--- config.mk ---
export PLATFORM = sky130hd
export DESIGN_NAME = tour_path_stack
export DESIGN_NICKNAME = d
export VERILOG_FILES = /design/src/tps_pkg.sv /design/src/tour_path_stack.sv
export SDC_FILE = /design/constraint.sdc
export NUM_CORES = 1
export LEC_CHECK = 0
export BUFFER_PORTS_ARGS = -buffer_cell sky130_fd_sc_hd__buf_4
export CAP_MARGIN = 0
export CORE_ASPECT_RATIO = 1.75
export CORE_MARGIN = 1
export CORE_UTILIZATION = 40
export CTS_CLUSTER_DIAMETER = 30
export CTS_CLUSTER_SIZE = 24
export DETAILED_ROUTE_END_ITERATION = 10
export PLACE_DENSITY_LB_ADDON = 0.12
export REMOVE_ABC_BUFFERS = 1
export SLEW_MARGIN = 40
export SYNTH_ARGS = -nofsm -noshare
export SYNTH_HDL_FRONTEND = slang
export SYNTH_SLANG_ARGS = --single-unit
--- constraint.sdc ---
create_clock -name clock -period 5.45 [get_ports clock]
set_input_delay 1.3625 -clock clock [delete_from_list [all_inputs] [get_ports clock]]
set_output_delay 1.3625 -clock clock [all_outputs]
set_load 0.02 [all_outputs]
--- src/tps_pkg.sv ---
// Shared types and constants for the tour path stack.
`default_nettype none
package tps_pkg;

   localparam int NODE_W = 5;
   localparam int DIST_W = 16;
   localparam int CNT_W  = 6;
   localparam int LEN_W  = 21;
   localparam int MASK_W = 32;
   localparam int OP_W   = 2;
   localparam int STAT_W = 2;

   typedef enum logic [OP_W-1:0] {
      OP_PUSH         = 2'd0,
      OP_PUSH_CHECKED = 2'd1,
      OP_POP          = 2'd2,
      OP_CLEAR        = 2'd3
   } op_type;

   typedef enum logic [STAT_W-1:0] {
      ST_DONE     = 2'd0,
      ST_REFUSED  = 2'd1,
      ST_OVERFLOW = 2'd2
   } status_type;

   // One stack entry: the node and the distance of the edge that reached it.
   typedef struct packed {
      logic [NODE_W-1:0] node;
      logic [DIST_W-1:0] distance;
   } entry_type;

endpackage
`default_nettype wire

--- src/tour_path_stack.sv ---
// Top level of the tour path stack: stack memory, visited bitmap and tour length.
`default_nettype none
// Usage
// A command word (req_operation, req_node, req_edge_distance) is taken at a rising
// clock edge where start is high and busy is low. Operations are push, checked push,
// pop of the tail and clear. Each command yields exactly one result word on the rsp_
// ports, shown for one cycle with rsp_strobe high; the receiver cannot stall it, so
// results must be taken as they come.
// Timing: push, checked push and clear put their result out in the cycle after
// acceptance; busy stays low, so one such command can be taken every cycle. A pop
// must first read the tail entry back from the stack memory, whose read data are
// registered; busy is high while that read completes and the result follows it.
// The path capacity register is written through the csr_ channel (valid/ready) while
// the block is idle. Reset empties the path, clears the bitmap and the length, and
// sets the capacity to 32. The stack memory itself is not cleared: only entries below
// the current node count are ever read back, and each of those was written by a push.
module tour_path_stack #(
   parameter int MAX_NODES = 32
) (
   input  wire logic                            clock,
   input  wire logic                            reset,
   input  wire logic                            start,
   output logic                                 busy,
   input  wire logic [tps_pkg::OP_W-1:0]        req_operation,
   input  wire logic [tps_pkg::NODE_W-1:0]      req_node,
   input  wire logic [tps_pkg::DIST_W-1:0]      req_edge_distance,
   input  wire logic                            csr_valid,
   output logic                                 csr_ready,
   input  wire logic [tps_pkg::CNT_W-1:0]       csr_data,
   output logic                                 rsp_strobe,
   output logic [tps_pkg::STAT_W-1:0]           rsp_status,
   output logic [tps_pkg::CNT_W-1:0]            rsp_node_count,
   output logic [tps_pkg::LEN_W-1:0]            rsp_tour_length,
   output logic [tps_pkg::MASK_W-1:0]           rsp_visited_set
);
   import tps_pkg::*;

   localparam int AW    = (MAX_NODES > 1) ? $clog2(MAX_NODES) : 1;
   localparam int CAP_W = CNT_W + 1;

   // Architectural state.
   logic [CNT_W-1:0]  size_ff, size_in;
   logic [LEN_W-1:0]  len_ff, len_in;
   logic [MASK_W-1:0] mask_ff, mask_in;
   logic [CNT_W-1:0]  cap_ff;
   logic              pop_pend_ff, pop_pend_in;

   // Result register.
   logic              strobe_ff, strobe_in;
   status_type        stat_ff, stat_in;

   // Stack memory, one entry per path position.
   entry_type         mem [MAX_NODES];
   entry_type         rd_data_ff;
   logic              wr_en;
   logic [AW-1:0]     wr_addr, rd_addr;
   entry_type         wr_data;

   logic              accept;
   op_type            op;
   logic [CAP_W-1:0]  eff_cap;
   logic              full;
   logic              seen;
   logic [CNT_W-1:0]  size_m1;
   logic [DIST_W-1:0] dist_eff;

   assign accept    = start && !busy;
   assign op        = op_type'(req_operation);
   assign busy      = pop_pend_ff;
   assign csr_ready = !pop_pend_ff;

   // The capacity saturates at the memory depth; zero makes every push overflow.
   assign eff_cap = ({1'b0, cap_ff} > CAP_W'(MAX_NODES)) ? CAP_W'(MAX_NODES)
                                                         : {1'b0, cap_ff};
   assign full    = {1'b0, size_ff} >= eff_cap;
   assign seen    = mask_ff[req_node];
   assign size_m1 = size_ff - CNT_W'(1);

   // A push lands at the current size; a pop reads the tail, one below it.
   // The only write happens on an accepted push; the memory is read every cycle at the
   // tail, and a pop uses that registered read data in the following cycle while busy.
   assign wr_addr  = size_ff[AW-1:0];
   assign rd_addr  = size_m1[AW-1:0];
   assign dist_eff = (size_ff == '0) ? '0 : req_edge_distance;
   assign wr_data  = '{node: req_node, distance: dist_eff};

   always_comb begin
      size_in     = size_ff;
      len_in      = len_ff;
      mask_in     = mask_ff;
      pop_pend_in = 1'b0;
      strobe_in   = 1'b0;
      stat_in     = ST_DONE;
      wr_en       = 1'b0;
      if (pop_pend_ff) begin
         // Pending pop: the tail entry is now available.
         strobe_in = 1'b1;
         if (size_ff != '0) begin
            size_in = size_m1;
            mask_in = mask_ff & ~(MASK_W'(1) << rd_data_ff.node);
         end
         if (size_ff > CNT_W'(1)) begin
            len_in = len_ff - LEN_W'(rd_data_ff.distance);
         end else begin
            len_in = '0;
         end
      end else if (accept) begin
         unique case (op)
            OP_PUSH, OP_PUSH_CHECKED: begin
               strobe_in = 1'b1;
               if (op == OP_PUSH_CHECKED && seen) begin
                  stat_in = ST_REFUSED;
               end else if (full) begin
                  stat_in = ST_OVERFLOW;
               end else begin
                  wr_en   = 1'b1;
                  size_in = size_ff + CNT_W'(1);
                  len_in  = len_ff + LEN_W'(dist_eff);
                  mask_in = mask_ff | (MASK_W'(1) << req_node);
               end
            end
            OP_POP: begin
               pop_pend_in = 1'b1;
            end
            OP_CLEAR: begin
               strobe_in = 1'b1;
               size_in   = '0;
               len_in    = '0;
               mask_in   = '0;
            end
         endcase
      end
   end

   always_ff @(posedge clock) begin
      if (reset) begin
         size_ff     <= '0;
         len_ff      <= '0;
         mask_ff     <= '0;
         cap_ff      <= CNT_W'(32);
         pop_pend_ff <= 1'b0;
         strobe_ff   <= 1'b0;
         stat_ff     <= ST_DONE;
      end else begin
         size_ff     <= size_in;
         len_ff      <= len_in;
         mask_ff     <= mask_in;
         pop_pend_ff <= pop_pend_in;
         strobe_ff   <= strobe_in;
         stat_ff     <= stat_in;
         if (csr_valid && csr_ready) begin
            cap_ff <= csr_data;
         end
      end
   end

   always_ff @(posedge clock) begin
      if (wr_en) begin
         mem[wr_addr] <= wr_data;
      end
      rd_data_ff <= mem[rd_addr];
   end

   // Results always show the state after the command.
   assign rsp_strobe      = strobe_ff;
   assign rsp_status      = stat_ff;
   assign rsp_node_count  = size_ff;
   assign rsp_tour_length = len_ff;
   assign rsp_visited_set = mask_ff;

   a_cmd_result: assert property (@(posedge clock) disable iff (reset)
      accept && op != OP_POP |=> rsp_strobe)
      else $error("push or clear gave no result in the next cycle");

   a_pop_two_cycles: assert property (@(posedge clock) disable iff (reset)
      accept && op == OP_POP |=> busy && !rsp_strobe ##1 rsp_strobe && !busy)
      else $error("pop did not finish in two cycles");

   a_size_bound: assert property (@(posedge clock) disable iff (reset)
      {1'b0, size_ff} <= CAP_W'(MAX_NODES))
      else $error("node count beyond memory depth");

   a_empty_clean: assert property (@(posedge clock) disable iff (reset)
      size_ff == '0 |-> mask_ff == '0 && len_ff == '0)
      else $error("empty path with nonzero bitmap or length");

   a_refused_hold: assert property (@(posedge clock) disable iff (reset)
      rsp_strobe && stat_ff != ST_DONE |-> $stable(size_ff) && $stable(mask_ff))
      else $error("refused push changed the path");

endmodule
`default_nettype wire
Word level (Yosys, flattened, before mapping)
Memory sizes are Yosys's and may differ from the RTL's. A register that Yosys moved wholly into a read port is not among the register bits.
Cells that the tools add are included.
Widths: inputs -> output; s select.
{"block": "totals", "reg_bits": 69, "ram_bits": 672, "output_inout_bits": 64, "wordCells": 81, "n_memories": 1}
{"block": "op_classes", "addsub": 4, "magnitude_cmp": 4, "n_eq_ne": 6, "n_shift": 2, "muxes": 35, "bitwise": 5, "n_reduce_logical": 16}
{"name": "mem", "words": 32, "width": 21, "rd": 1, "rd_ports_with_merged_regs": 1, "write_ports": 1, "line": "tour_path_stack.sv:53", "text": "entry_type mem [MAX_NODES];"}
{"cell": "$mux 32", "n": 5}
{"cell": "$mux 21", "n": 5}
{"cell": "$pmux 32 s2", "n": 1}
{"cell": "$shl 1x5->32 const A", "n": 2}
{"cell": "$pmux 21 s2", "n": 1}
{"cell": "$mux 6", "n": 6}
{"cell": "$and 32x32->32", "n": 1}
{"cell": "$not 32->32", "n": 1}
{"cell": "$or 32x32->32", "n": 1}
{"cell": "$add 21x16->21", "n": 1}
{"cell": "$sub 21x16->21", "n": 1}
{"cell": "$mux 16", "n": 1}
{"cell": "$mux 1", "n": 13}
{"cell": "$pmux 6 s2", "n": 1}
{"cell": "$add 6x1->6 const B", "n": 1}
{"cell": "$ge 6x6->1", "n": 1}
{"cell": "$gt 6x1->1 const B", "n": 1}
{"cell": "$gt 6x6->1 const B", "n": 1}
{"cell": "$logic_not 6->1", "n": 1}
{"cell": "$lt 5x6->1 const B", "n": 1}
{"cell": "$ne 3x3->1 const B", "n": 2}
{"cell": "$reduce_bool 6->1", "n": 1}
{"cell": "$reduce_or 3->1", "n": 2}
{"cell": "$sub 6x1->6 const B", "n": 1}
{"cell": "16 further kinds", "n": 20}

Longest topological paths before layout
Gate-level depths: netlist of the first run.
{"block": "logic_depth", "ltp_word": 10, "mapped_depth": 18, "mapped_depth_nobuf": 15}

Least setup slack after synthesis of the first run
Ideal clock, no wire load.
{"block": "synth_path", "path_type": "reg-to-reg", "startpoint": "reg size_ff[0] (netlist: rsp_node_count[0])", "endpoint": "reg len_ff[15] (netlist: rsp_tour_length[15])", "arrival_time_ps": 4604, "path_slack_ps": 712, "path_stages_with_launch": 18, "synth_period_minus_slack_ps": 4738, "path_cell_list": "dfxtp_1 -> clkbuf_1 -> clkbuf_1 -> clkbuf_1 -> inv_1 -> ha_1 -> nand2_1 -> clkbuf_1 -> and2_1 -> ha_1 -> o21ai_0 -> nor2_1 -> o41ai_2 -> o211ai_1 -> a311oi_1 -> xnor2_1 -> a221oi_1 -> nor3_1"}
{"block": "synth_via", "elab_chain_cells": 8, "elab_cells_between_ends": 13, "cone_classes": "add/sub: 1; order compare: 2; eq/ne: 1; mux: 7; reduce/logical: 2"}
{"item": "start, declared", "line": "tour_path_stack.sv:42", "text": "logic [CNT_W-1:0] size_ff, size_in;"}
{"item": "start signal, assigned", "line": "tour_path_stack.sv:145", "text": "size_ff <= size_in;"}
{"item": "$logic_not 6->1", "line": "tour_path_stack.sv:84", "text": "assign dist_eff = (size_ff == '0) ? '0 : req_edge_distance;"}
{"item": "$mux 16", "line": "tour_path_stack.sv:84"}
{"item": "net dist_eff[2]", "line": "tour_path_stack.sv:65", "text": "logic [DIST_W-1:0] dist_eff;"}
{"item": "$add 21x16->21", "line": "tour_path_stack.sv:118", "text": "len_in = len_ff + LEN_W'(dist_eff);"}
{"item": "$mux 21", "line": "tour_path_stack.sv:113", "text": "end else if (full) begin"}
{"item": "$mux 21", "line": "tour_path_stack.sv:111", "text": "if (op == OP_PUSH_CHECKED && seen) begin"}
{"item": "$pmux 21 s2", "line": "tour_path_stack.sv:108", "text": "unique case (op)"}
{"item": "$mux 21", "line": "tour_path_stack.sv:107", "text": "end else if (accept) begin"}
{"item": "$mux 21", "line": "tour_path_stack.sv:95", "text": "if (pop_pend_ff) begin"}
{"item": "end signal, assigned", "line": "tour_path_stack.sv:146", "text": "len_ff <= len_in;"}
{"item": "end, declared", "line": "tour_path_stack.sv:43", "text": "logic [LEN_W-1:0] len_ff, len_in;"}
The timed path passes the listed nets, and every way through them passes these cells. The select of a mux whose other input is x is not followed.
A chain may end at the register's enable or synchronous reset.

Worst setup path in the final report of the first run
{"block": "layout_path", "startpoint": "reg size_ff[2] (netlist: rsp_node_count[2])", "endpoint": "reg len_ff[16] (netlist: rsp_tour_length[16])"}
Same word-level chain as after synthesis.

==> results.md, run 1 <==
Status:
- The flow ran to the end, and the final reports show no timing, DRC or antenna violations.

Die:
- The count of boundary I/O pins is 97.
- After floorplanning, the core was divided into 135 placement rows.
- The initial utilization of the core area, before any placement, comes to 0.406.
- The core footprint is 77700 sq um.
- The floorplan die width is 214 um.
- The die height is 374 um.
- The die covers 80100 sq um.

Synth:
- For this run, the leading register cell type out of synthesis is sky130_fd_sc_hd__edfxtp_1.
- The number of unique standard cell types used by synthesis is 67.
- The library cell occupying the most area in the post-synthesis netlist is sky130_fd_sc_hd__edfxtp_1.
- The combined area of all synthesized cells is 31600 sq um.
- Counting flops and latches in the post-synthesis netlist gives 762.
- The proportion of netlist area held by the largest area contributor is 0.640.
- A synthesized cell averages 18.3 sq um.
- Counting flops with an async set or reset pin after synthesis yields a share of 0.
- In the synthesized netlist, the number of instances is 1724.
- Ranked by total cell area, the synthesized netlist is headed by sky130_fd_sc_hd__edfxtp_1, sky130_fd_sc_hd__mux4_2, sky130_fd_sc_hd__dfxtp_1.
- Of the synthesized area, sequential elements account for 0.697.
- Yosys printed 0 warnings.
- In this run, synthesis inferred 672 flip-flops with an integrated enable.

Worst setup path:
- Counting cells, the worst reg-to-reg path comes to 15.
- STA classifies the critical path endpoint as a flip-flop.
- Following the worst setup path forward leads to its endpoint at rsp_tour_length[16].
- STA classifies the critical path startpoint as a flip-flop.
- The startpoint identified for the worst register-to-register timing path is rsp_node_count[2].
- The classification of the worst setup path is reg2reg.
- The register-to-register path setup slack is 1050 ps.
- At the worst endpoint, the required time is 6020 ps.
- The launching element of the worst setup path is rsp_node_count[2].
- The largest driver fanout on the critical path is 15.
- The end of the worst register-to-register path is rsp_tour_length[16].
- The data arrival at the endpoint of the critical path is 4970 ps.

Cells and area:
- The finished cells cover 38200 sq um.
- The count of cells in the finished layout, fillers not included, comes to 3053.
- For this run, the share of the core covered by cells in the final layout is 0.491.
- The net count of the finished layout is 2000.
- Compared with the post-synthesis result, the final layout area differs by 20.9%.
- The share of final-layout standard cells stronger than drive strength 1 is 0.339.

Detailed routing:
- After detailed routing, the number of remaining DRC violations is 0.
- In this run the remaining antenna-violating nets after routing total 0.
- The first-iteration detailed-routing DRC count is 1351.
- The wire length per cell after detailed routing is 27.9 um.
- After detailed routing, the number of vias per cell comes to 5.59.
- The final route contains 17100 vias.
- The first-pass iteration count of the detailed router is 8.
- The sum of routed wire length over all layers is 85.2 mm.

Power:
- The total power density per cell area is 442 nW/um^2.
- The sequential fraction of design power is 0.399.
- The analysis attributes to net switching a power of 4720 uW.
- For this design the static power due to leakage is 0.0127 uW.
- The worst supply voltage drop on vdd is 0.000260 V.
- The internal portion of the total power is 12100 uW.
- The share of total power in combinational logic is 0.172.
- Of the total power, the share spent switching nets is 0.280.
- The clock power share is 0.430.

Min path:
- In this run the most critical hold path is launched from cap_ff[3].
- The class of the most critical hold timing path is reg2reg.

STA:
- Setup repair after global routing left no endpoint under its margin.
- Setup violations remaining at the end of the flow were counted as 0.
- The tightest hold path in the finished design has a slack of 495 ps.
- On the final layout, the worst clock skew is 23.0 ps.
- The final hold violation count was 0.
- The final total negative setup slack is 0 ps.
- Of the available clock period, the critical path in the final layout requires 0.807.
- At the pin with the least slew margin, the transition time is 982 ps.
- The time the final worst path needs with I/O delays and setup is 4400 ps.
- Timing would allow up to 227 MHz.
- Headroom to the max-slew limit came out at 0.344.
- The count of pins over their slew limit is 0.

Flow run:
- The max-cap check violation count is 0.

CTS:
- The worst-skew pair later-pin latency is 680 ps.
- The tree built by TritonCTS fans out to 762 sinks.
- The tree is rooted in a sky130_fd_sc_hd__clkbuf_16.
- The clock transition time at the flip-flop clock pins of the worst setup and hold paths is 60 ps.
- The H-tree generated during clock tree synthesis spans 3 levels.
- The number of hold buffers added after CTS was 0.
- The post-CTS setup buffer count is 0.
- Clock tree synthesis inserted a total of 107 buffers.
- The TritonCTS clock tree is done.
- The post-cts repair resize count is 0.
- The worst-case clock buffer depth is 3.

Place:
- The instance count after placement with tap cells included is 2841.
- The placed cell area is 34300 sq um.
- The final weighted congestion in routability-driven placement is 0.827.
- Input and output buffers added on the ports amount to 96.
- Summed over all nets, the half-perimeter wirelength after detailed placement is 57.7 mm.

Global routing:
- The final global-route overflow total is 0.
- For this run, the total global-route usage over all layers was measured as 0.216.
- The number of global-route vias before repair is 17900.
- The pin count of the biggest net entering global routing is 68.
- The first global-routing pass estimated 124 mm of wire.
- The initial antenna violation count came to 4.
-- routing by layer --
metal / GRT usage / routed length (um) / vias to the layer above
met5: 0 / 0 / -
met4: 0.0961 / 3470 / 0
met3: 0.0359 / 4090 / 114
met2: 0.369 / 43600 / 540
met1: 0.269 / 34000 / 8954
li1: - / - / 7473
-- final cells by class --
cell class / instances / area [sq um]
well taps: 1027 / 1280
clock buffers: 118 / 2810
clock inverters: 86 / 1030
inverters: 32 / 120
multi-input cells: 840 / 9230
flip-flops and latches: 762 / 22000
fillers: 6480 / 39500
repair buffers: 180 / 1670
diodes: 8 / 20.0
-- synth_stat cells (10+ instances only) --
library cell / instances
sky130_fd_sc_hd__and2_1: 22
sky130_fd_sc_hd__xnor2_1: 23
sky130_fd_sc_hd__nor3_1: 40
sky130_fd_sc_hd__inv_1: 32
sky130_fd_sc_hd__dfxtp_1: 90
sky130_fd_sc_hd__ha_1: 42
sky130_fd_sc_hd__nand2_1: 72
sky130_fd_sc_hd__edfxtp_1: 672
sky130_fd_sc_hd__nor2_1: 86
sky130_fd_sc_hd__o21ai_0: 10
sky130_fd_sc_hd__mux4_2: 218
sky130_fd_sc_hd__a31oi_1: 43
sky130_fd_sc_hd__nand3_1: 12
sky130_fd_sc_hd__a21oi_1: 60
sky130_fd_sc_hd__mux2_2: 22
sky130_fd_sc_hd__a211oi_1: 11
sky130_fd_sc_hd__mux2i_1: 10
sky130_fd_sc_hd__buf_1: 17
sky130_fd_sc_hd__a221oi_1: 12
sky130_fd_sc_hd__clkbuf_1: 64
sky130_fd_sc_hd__nor3_2: 20
sky130_fd_sc_hd__a21o_1: 10
sky130_fd_sc_hd__nor2b_1: 10
-- stage by stage --
stage,setup WS [ps],total power (uW)
after global routing,724,17400
after detailed placement,747,9760
after global placement,775,9730
after floorplan,-7790,8770
final,1050,16900
after CTS,1070,17000
-- power by group through the flow --
stage               clock (uW)  combinational [uW]  sequential [uW]
finish                    7240                2890             6720
detailed placement           0                2920             6840
CTS                       7380                2940             6720
global route              7590                3080             6730
global placement             0                2890             6840
floorplan                    0                1870             6900
-- cell usage in the layout, fill, tap and decap left out, types with 8 or more instances in the layout --
master and instances:
sky130_fd_sc_hd__a211oi_1 11, sky130_fd_sc_hd__a21o_1 10, sky130_fd_sc_hd__a21oi_1 60, sky130_fd_sc_hd__a221oi_1 12, sky130_fd_sc_hd__a31oi_1 43, sky130_fd_sc_hd__and2_1 22, sky130_fd_sc_hd__and3_1 8, sky130_fd_sc_hd__buf_12 22
sky130_fd_sc_hd__buf_4 153, sky130_fd_sc_hd__bufinv_16 11, sky130_fd_sc_hd__clkbuf_16 111, sky130_fd_sc_hd__clkinv_2 10, sky130_fd_sc_hd__clkinv_4 9, sky130_fd_sc_hd__clkinv_8 8, sky130_fd_sc_hd__dfxtp_1 89, sky130_fd_sc_hd__diode_2 8
sky130_fd_sc_hd__edfxtp_1 672, sky130_fd_sc_hd__ha_1 41, sky130_fd_sc_hd__inv_1 32, sky130_fd_sc_hd__inv_6 24, sky130_fd_sc_hd__inv_8 10, sky130_fd_sc_hd__mux2_2 22, sky130_fd_sc_hd__mux2i_1 10, sky130_fd_sc_hd__mux4_2 218
sky130_fd_sc_hd__nand2_1 72, sky130_fd_sc_hd__nand3_1 12, sky130_fd_sc_hd__nor2_1 54, sky130_fd_sc_hd__nor2_2 33, sky130_fd_sc_hd__nor2b_1 10, sky130_fd_sc_hd__nor3_1 40, sky130_fd_sc_hd__nor3_2 20, sky130_fd_sc_hd__o21a_1 8
sky130_fd_sc_hd__o21ai_0 10, sky130_fd_sc_hd__o21ai_1 9, sky130_fd_sc_hd__xnor2_1 21, sky130_fd_sc_hd__xor2_1 8
-- how the worst min path moves through the flow --
stage | endpoint | slack (ps) | cells after the start
global route | cap_ff[2] | 530 | 2
detailed placement | cap_ff[2] | 490 | 2
floorplan | cap_ff[0] | 450 | 2
global placement | cap_ff[0] | 480 | 2
CTS | cap_ff[4] | 500 | 2
finish | cap_ff[3] | 490 | 2
-- sequential cells by signal, summed over array words and instances, names as in the netlist --
signal	flops
rsp_visited_set	32
busy	1
rsp_status	2
rsp_node_count	6
cap_ff	6
mem	672
rd_data_ff	21
rsp_strobe	1
rsp_tour_length	21
-- cell families after synthesis --
group / after synthesis / synth area share
AOI/OAI and AO/OA: 195 / 0.0404
buffers and inverters: 122 / 0.0151
DFF: 762 / 0.697
muxes: 250 / 0.167
and+or+nand+nor: 319 / 0.0544
xor gates and xnor gates: 32 / 0.00888
adders and majority gates: 44 / 0.0179
-- critical path: stages, from the launching register on --
cell                        delay, ps
sky130_fd_sc_hd__dfxtp_1          320
sky130_fd_sc_hd__or3_1            390
sky130_fd_sc_hd__nor2_1           100
sky130_fd_sc_hd__nand2_1          360
sky130_fd_sc_hd__and2_1           620
sky130_fd_sc_hd__ha_1             320
sky130_fd_sc_hd__inv_1             70
sky130_fd_sc_hd__fa_1             400
sky130_fd_sc_hd__nand2b_1         180
sky130_fd_sc_hd__a21oi_1          260
sky130_fd_sc_hd__nand4bb_1        210
sky130_fd_sc_hd__nand3_1          120
sky130_fd_sc_hd__a31oi_1          410
sky130_fd_sc_hd__o21a_1           180
sky130_fd_sc_hd__a211oi_1          60
sky130_fd_sc_hd__nor4_1           280
No activity file was read; power rests on OpenSTA's default activity.
==> run 2, diff against run 1 <==
clock period = 4.5 ns   (was 5.45 ns; I/O delays follow)
==> run 2 against run 1 <==
Flip-flop and latch count is the same. Wire length grew 7.6%. First-iteration DRC count grew 4.4%. Final cell count grew 0.52%. Hold slack gained 1.7 ps. Highest routed layer unchanged. Critical endpoint is now rsp_tour_length[17].
==> results.md, run 2 (synthesis gave the netlist of run 1 again) <==
Die:
- The count of boundary I/O pins came to 97 (unchanged).
- The core footprint is 77700 sq um (unchanged).
- The die height is 374 um (unchanged).
- The floorplan die width is 214 um (unchanged).
- The overall die area came to 80100 sq um (unchanged).
- The count of standard-cell rows is 135 (unchanged).
- The initial core utilization is 0.406 (unchanged).

Global routing:
- The total track usage is 0.233 (+0.0166).
- The final global-route overflow total came to 0 (unchanged).
- The number of global-route vias before repair came to 18200 (+1.8%).
- The wire length of the first global-routing pass is 132 mm (+6.5%).
- The pin count of the biggest net entering global routing came to 91 (+34%).
- The initial antenna violation count is 2 (-2).

CTS:
- The number of H-tree levels is 3 (unchanged).
- TritonCTS built the clock tree.
- The worst-skew pair later-pin latency came to 710 ps (+30 ps).
- The clock sink count was 762 (unchanged).
- The worst-case clock buffer depth was 3 (unchanged).
- The post-CTS setup buffer count is 0 (unchanged).
- The number of buffers added by the clock tree synthesis step is 113 (+5.6%).
- The buffer cell driving the clock tree root is sky130_fd_sc_hd__clkbuf_16.
- The post-cts repair resize count was 0 (unchanged).
- The clock transition time at the flip-flop clock pins of the worst setup and hold paths came to 50 ps (about the same).
- The total of hold buffers inserted after clock tree synthesis came to 0 (unchanged).

Detailed routing:
- The remaining routing DRC violations is 0 (unchanged).
- The first-pass iteration count of the detailed router is 5 (-3).
- The wire length on met1 is 33.8 mm (-0.57%).
- The remaining number of nets flagged by the antenna check after routing came to 0 (unchanged).
- The sum of routed wire length over all layers is 91.7 mm (+7.6%).
- The total via count after detailed routing is 17400 (+2.1%).
- The routed wire length on met2 came to 50.5 mm (+16%).
- The first-iteration detailed-routing DRC count was 1411 (+4.4%).
- The via-per-instance ratio came to 5.68 (+1.6%).
- The wire length per cell after detailed routing came to 29.9 um (+7.1%).
- The routed length on met3 was 3.50 mm (-14%).
- The top layer reached by signal wires is met4.

Power:
- The static leakage is 0.0128 uW (+0.78%).
- The clock power share came to 0.431 (about the same).
- The worst supply voltage drop on vdd was 0.000306 V (+18%).
- The net switching power is 5770 uW (+22%).
- The sequential fraction of design power came to 0.396 (-0.003).
- The fraction of power spent switching nets was 0.280 (about the same).
- The internal power summed over all cells was 14800 uW (+22%).
- The share of total power in combinational logic is 0.173 (about the same).
- The total power density per cell area is 536 nW/um^2 (+21%).

Worst setup path:
- The largest driver fanout on the critical path is 12 (-3).
- The end of the worst register-to-register path is rsp_tour_length[17].
- The critical path capture point type is a flip-flop.
- The depth of the most critical reg-to-reg path came to 16 (+1).
- The register-to-register path setup slack is 630 ps (-430 ps).
- The data required time at the worst endpoint is 5100 ps (-920 ps).
- In this run the worst setup path begins at rsp_node_count[2].
- The most critical setup path has its endpoint at rsp_tour_length[17].
- The critical path launch point type is a flip-flop.
- The data arrival at the endpoint of the critical path came to 4480 ps (-490 ps).
- The classification of the worst setup path is reg2reg.
- The worst register-to-register path begins at rsp_node_count[2].

STA:
- The worst clock skew on the final layout is 36.0 ps (+13.0 ps).
- Setup repair after global routing left no endpoint under its margin.
- The slew of the pin with the lowest slew margin is 892 ps (-89.8 ps).
- The final hold violation count is 0 (unchanged).
- The time the final worst path needs with I/O delays and setup came to 3870 ps (-523 ps).
- The fmax is 258 MHz (+14%).
- The number of setup violations in the final report is 0 (unchanged).
- The setup slack after layout came to 626 ps (-427 ps).
- The count of pins over their slew limit is 0 (unchanged).
- The final clock period utilization by the worst path was 0.861 (+0.0541).
- The worst slew margin relative to its limit is 0.404 (+0.0600).
- The worst hold-check slack was 496 ps (+1.67 ps).

Min path:
- The class of the most critical hold timing path is reg2reg.

Cells and area:
- The share of final-layout standard cells stronger than drive strength 1 is 0.342 (+0.00303).
- The library cell used most frequently in the layout, excluding fill and tap cells, is sky130_fd_sc_hd__edfxtp_1.
- In the layout the commonest cells are sky130_fd_sc_hd__edfxtp_1, sky130_fd_sc_hd__mux4_2, sky130_fd_sc_hd__buf_4, sky130_fd_sc_hd__clkbuf_16, sky130_fd_sc_hd__dfxtp_1.
- The post-layout utilization of the core is 0.495 (+0.00387).
- The register with the most flip-flops in the final layout is mem.
- The flip-flop count of the largest register after layout is 672 (unchanged).
- Compared with the post-synthesis result, the final layout area differs by 21.9%.
- The net count of the finished layout is 2019 (+0.95%).

Place:
- The total half-perimeter wirelength after legalization and detailed placement is 62.6 mm (+8.4%).
- The count of buffers inserted at the top-level ports is 96 (unchanged).
- The final weighted congestion in routability-driven placement was 0.851 (+2.9%).
- The post-place setup slack was 295 ps (-452 ps).

Status:
- The run finished with clean final reports.

Flow run:
- The max-cap check violation count is 0 (unchanged).
## run 2: final cells by class
cell class | count | area [sq um]
diodes | 1 | 2.50
clock buffers | 124 | 2880
clock inverters | 90 | 1010
fillers | 6427 | 39200
inverters | 32 | 120
multi-input cells | 840 | 9230
flip-flops and latches | 762 | 22000
well taps | 1027 | 1280
repair buffers | 193 | 1940
## run 2: worst min path at each step
| stage | from | end | cells after the start |
|---|---|---|---|
| 2_1_floorplan | cap_ff[0] | cap_ff[0] | 2 |
| 3_3_place_gp | cap_ff[4] | cap_ff[4] | 2 |
| 3_5_place_dp | cap_ff[4] | cap_ff[4] | 2 |
| 4_1_cts | cap_ff[0] | cap_ff[0] | 2 |
| 5_1_grt | cap_ff[0] | cap_ff[0] | 2 |
| 6_report | cap_ff[0] | cap_ff[0] | 2 |
## run 2: critical path: stages, from the launching register on
cell and delay [ps]:
sky130_fd_sc_hd__dfxtp_1 300, sky130_fd_sc_hd__or3_1 380, sky130_fd_sc_hd__nor2_1 180, sky130_fd_sc_hd__nand2_1 280, sky130_fd_sc_hd__buf_4 290, sky130_fd_sc_hd__nand2_1 120
sky130_fd_sc_hd__inv_1 70, sky130_fd_sc_hd__ha_1 290, sky130_fd_sc_hd__a211oi_1 250, sky130_fd_sc_hd__nor2_1 130, sky130_fd_sc_hd__o41ai_2 380, sky130_fd_sc_hd__buf_4 200
sky130_fd_sc_hd__o21a_1 150, sky130_fd_sc_hd__o211ai_1 170, sky130_fd_sc_hd__nand2_1 120, sky130_fd_sc_hd__mux2_2 330, sky130_fd_sc_hd__a31oi_1 150
## run 2: power groups by stage
stage / combinational, uW / clock (uW) / sequential [uW]
finish: 3570 / 8880 / 8160
CTS: 3620 / 9030 / 8170
detailed placement: 3610 / 0 / 8310
global route: 3770 / 9290 / 8170
global placement: 3580 / 0 / 8300
floorplan: 2270 / 0 / 8360
## run 2: per-stage QoR
stage | area (sq um) | setup TNS, ps | total power, uW | instances
after floorplan | 31200 | -7322650 | 10600 | 1634
after global placement | 34500 | 0 | 11900 | 2852
after detailed placement | 34500 | 0 | 11900 | 2852
after CTS | 38400 | 0 | 20800 | 3066
after global routing | 38500 | 0 | 21200 | 3069
final | 38500 | 0 | 20600 | 3069
## run 2: metal layers
| layer | vias up | global-route usage |
|---|---|---|
| met1 | 9236 | 0.264 |
| li1 | 7513 | - |
| met4 | 0 | 0.108 |
| met5 | - | 0 |
| met2 | 549 | 0.432 |
| met3 | 149 | 0.0282 |
==> run 3, diff against run 2 <==
CTS_BUF_LIST = sky130_fd_sc_hd__clkbuf_2   (was not set)
SETUP_SLACK_MARGIN = 0.3   (was not set)
==> run 3 against run 2 <==
Clock skew grew 98 ps. Flip-flop and latch count is the same. Die area is the same. Combinational power is essentially flat. Largest cell class unchanged.
==> results.md, run 3 (synthesis gave the netlist of run 1 again) <==
Cells and area:
- The post-layout utilization of the core is 0.467 (-0.0280).
- The largest register by flop count is mem.
- The net count of the finished layout is 2031 (+0.59%).
- The flip-flop count of the largest register after layout is 672 (unchanged).
- The count of filler cells inserted in the layout is 6694 (+4.2%).
- The share of final-layout standard cells stronger than drive strength 1 is 0.345 (+0.00287).
- The area growth from synthesis to layout is 15.0%.
- The cell area after layout was 36300 sq um (-5.7%).
- The post-route non-filler standard cell count was 3085 (+0.52%).
- Leaving out fill and tap cells, the most frequent cells in the layout are sky130_fd_sc_hd__edfxtp_1, sky130_fd_sc_hd__mux4_2, sky130_fd_sc_hd__buf_4, sky130_fd_sc_hd__clkbuf_2, sky130_fd_sc_hd__dfxtp_1.
- The commonest non-fill, non-tap cell in the layout is sky130_fd_sc_hd__edfxtp_1.

Die:
- The initial core utilization is 0.406 (unchanged).
- The core footprint is 77700 sq um (unchanged).
- The floorplan die width is 214 um (unchanged).
- The count of standard-cell rows is 135 (unchanged).
- The die height is 374 um (unchanged).
- The overall die area was 80100 sq um (unchanged).
- The count of boundary I/O pins came to 97 (unchanged).

STA:
- The worst hold-check slack is 200 ps (-296 ps).
- The fmax is 260 MHz (+0.72%).
- The count of pins over their slew limit was 0 (unchanged).
- The number of setup violations in the final report was 0 (unchanged).
- Setup repair after global routing left no endpoint under its margin.
- The worst slew margin relative to its limit was 0.414 (+0.0102).
- The slew of the pin with the lowest slew margin is 877 ps (-15.2 ps).
- The final clock period utilization by the worst path came to 0.855 (-0.00612).
- The time the final worst path needs with I/O delays and setup is 3850 ps (-27.5 ps).
- The final hold violation count is 0 (unchanged).
- The final total negative setup slack is 0 ps (unchanged).
- The worst clock skew on the final layout came to 134 ps (+97.6 ps).

Detailed routing:
- The sum of routed wire length over all layers is 91.7 mm (about the same).
- The total via count after detailed routing is 17500 (+0.33%).
- The first-iteration detailed-routing DRC count was 1501 (+6.4%).
- The remaining routing DRC violations is 0 (unchanged).
- The first-pass iteration count of the detailed router is 5 (unchanged).
- The remaining number of nets flagged by the antenna check after routing is 0 (unchanged).
- The wire length per cell after detailed routing is 29.7 um (-0.49%).
- The via-per-instance ratio is 5.67 (-0.19%).

Place:
- The placed cell area is 34500 sq um (unchanged).
- The total half-perimeter wirelength after legalization and detailed placement is 62.6 mm (unchanged).
- The final weighted congestion in routability-driven placement is 0.851 (unchanged).
- The instance count after placement with tap cells included was 2852 (unchanged).
- The count of buffers inserted at the top-level ports was 96 (unchanged).

CTS:
- The clock transition time at the flip-flop clock pins of the worst setup and hold paths is 160 ps (+110 ps).
- The TritonCTS clock tree is done.
- In this run the clock root is driven by a sky130_fd_sc_hd__clkbuf_2.
- The clock sink count was 762 (unchanged).
- The worst-case clock buffer depth is 3 (unchanged).
- The number of buffers added by the clock tree synthesis step is 113 (unchanged).
- The number of H-tree levels is 3 (unchanged).
- The worst-skew pair later-pin latency is 1420 ps (+710 ps).
- The post-CTS setup buffer count is 0 (unchanged).

Worst setup path:
- The worst setup path is captured at a primary output.
- The data arrival at the endpoint of the critical path came to 2720 ps (-1760 ps).
- The critical path launch point type is a flip-flop.
- The data required time at the worst endpoint is 3380 ps (-1720 ps).
- The largest driver fanout on the critical path is 45 (+33).
- The register-to-register path setup slack is 730 ps (+100 ps).
- The classification of the worst setup path is reg2out.

Flow run:
- The max-cap check violation count came to 0 (unchanged).

Power:
- The worst supply voltage drop on vdd is 0.000171 V (-44%).
- The static leakage is 0.0120 uW (-6.7%).
- The total power density per cell area is 449 nW/um^2 (-16%).

Global routing:
- The wire length of the first global-routing pass is 132 mm (-0.19%).
- The total track usage is 0.233 (+0.000373).
- The initial antenna violation count was 5 (+3).
- The final global-route overflow total is 0 (unchanged).
- The pin count of the biggest net entering global routing is 68 (-25%).
- The number of global-route vias before repair is 18100 (-0.51%).

Min path:
- The class of the most critical hold timing path is in2reg.

Status:
- The flow ran to the end, and the final reports show no timing, DRC or antenna violations.
run 3: final cells by class:
type                    count  area [sq um]  share of cell area
inverters                  32           120             0.00331
multi-input cells         840          9230               0.255
diodes                      5          12.5            0.000345
well taps                1027          1280              0.0354
flip-flops and latches    762         22000               0.606
clock buffers             123           616              0.0170
repair buffers            205          2090              0.0576
clock inverters            91           935              0.0258
run 3: timing repair:
item,4_1_cts,5_1_grt
hold buffers,12,0
gates cloned,2,0
endpoints found under the setup margin,1,2
pin swaps,0,0
resized for setup,2,1
hold endpoints to repair,28,0
run 3: report_power, final:
group          internal, uW  switching, uW
Clock                  1710           2840
Sequential             8010            135
Combinational          1380           2200
Total                 11100           5170
run 3: critical path, cell delays in order, from the launching register on:
cell	delay, ps
sky130_fd_sc_hd__dfxtp_4	430
sky130_fd_sc_hd__buf_16	340
sky130_fd_sc_hd__buf_16	310
sky130_fd_sc_hd__buf_4	220
run 3: routing by layer:
metal	GRT usage	up-vias	wire (um)
met4	0.0926	0	3370
li1	-	7559	-
met2	0.436	555	50700
met3	0.0330	134	3960
met5	0	-	0
met1	0.265	9257	33700
run 3: worst paths after layout:
kind | startpoint | to | depth (start not counted)
hold / removal | req_node[1] | mem[24][17] | 1
hold reg to reg | cap_ff[0] | cap_ff[0] | 2
setup reg to reg | rsp_node_count[2] | rsp_tour_length[15] | 15
setup / recovery | rsp_node_count[0] | rsp_node_count[0] | 3
run 3: stage by stage:
step / worst slack (ps) / power [uW]
4_1_cts: 363 / 16500
6_report: 654 / 16300
3_5_place_dp: 295 / 11900
3_3_place_gp: 310 / 11900
2_1_floorplan: -8740 / 10600
5_1_grt: 380 / 16900
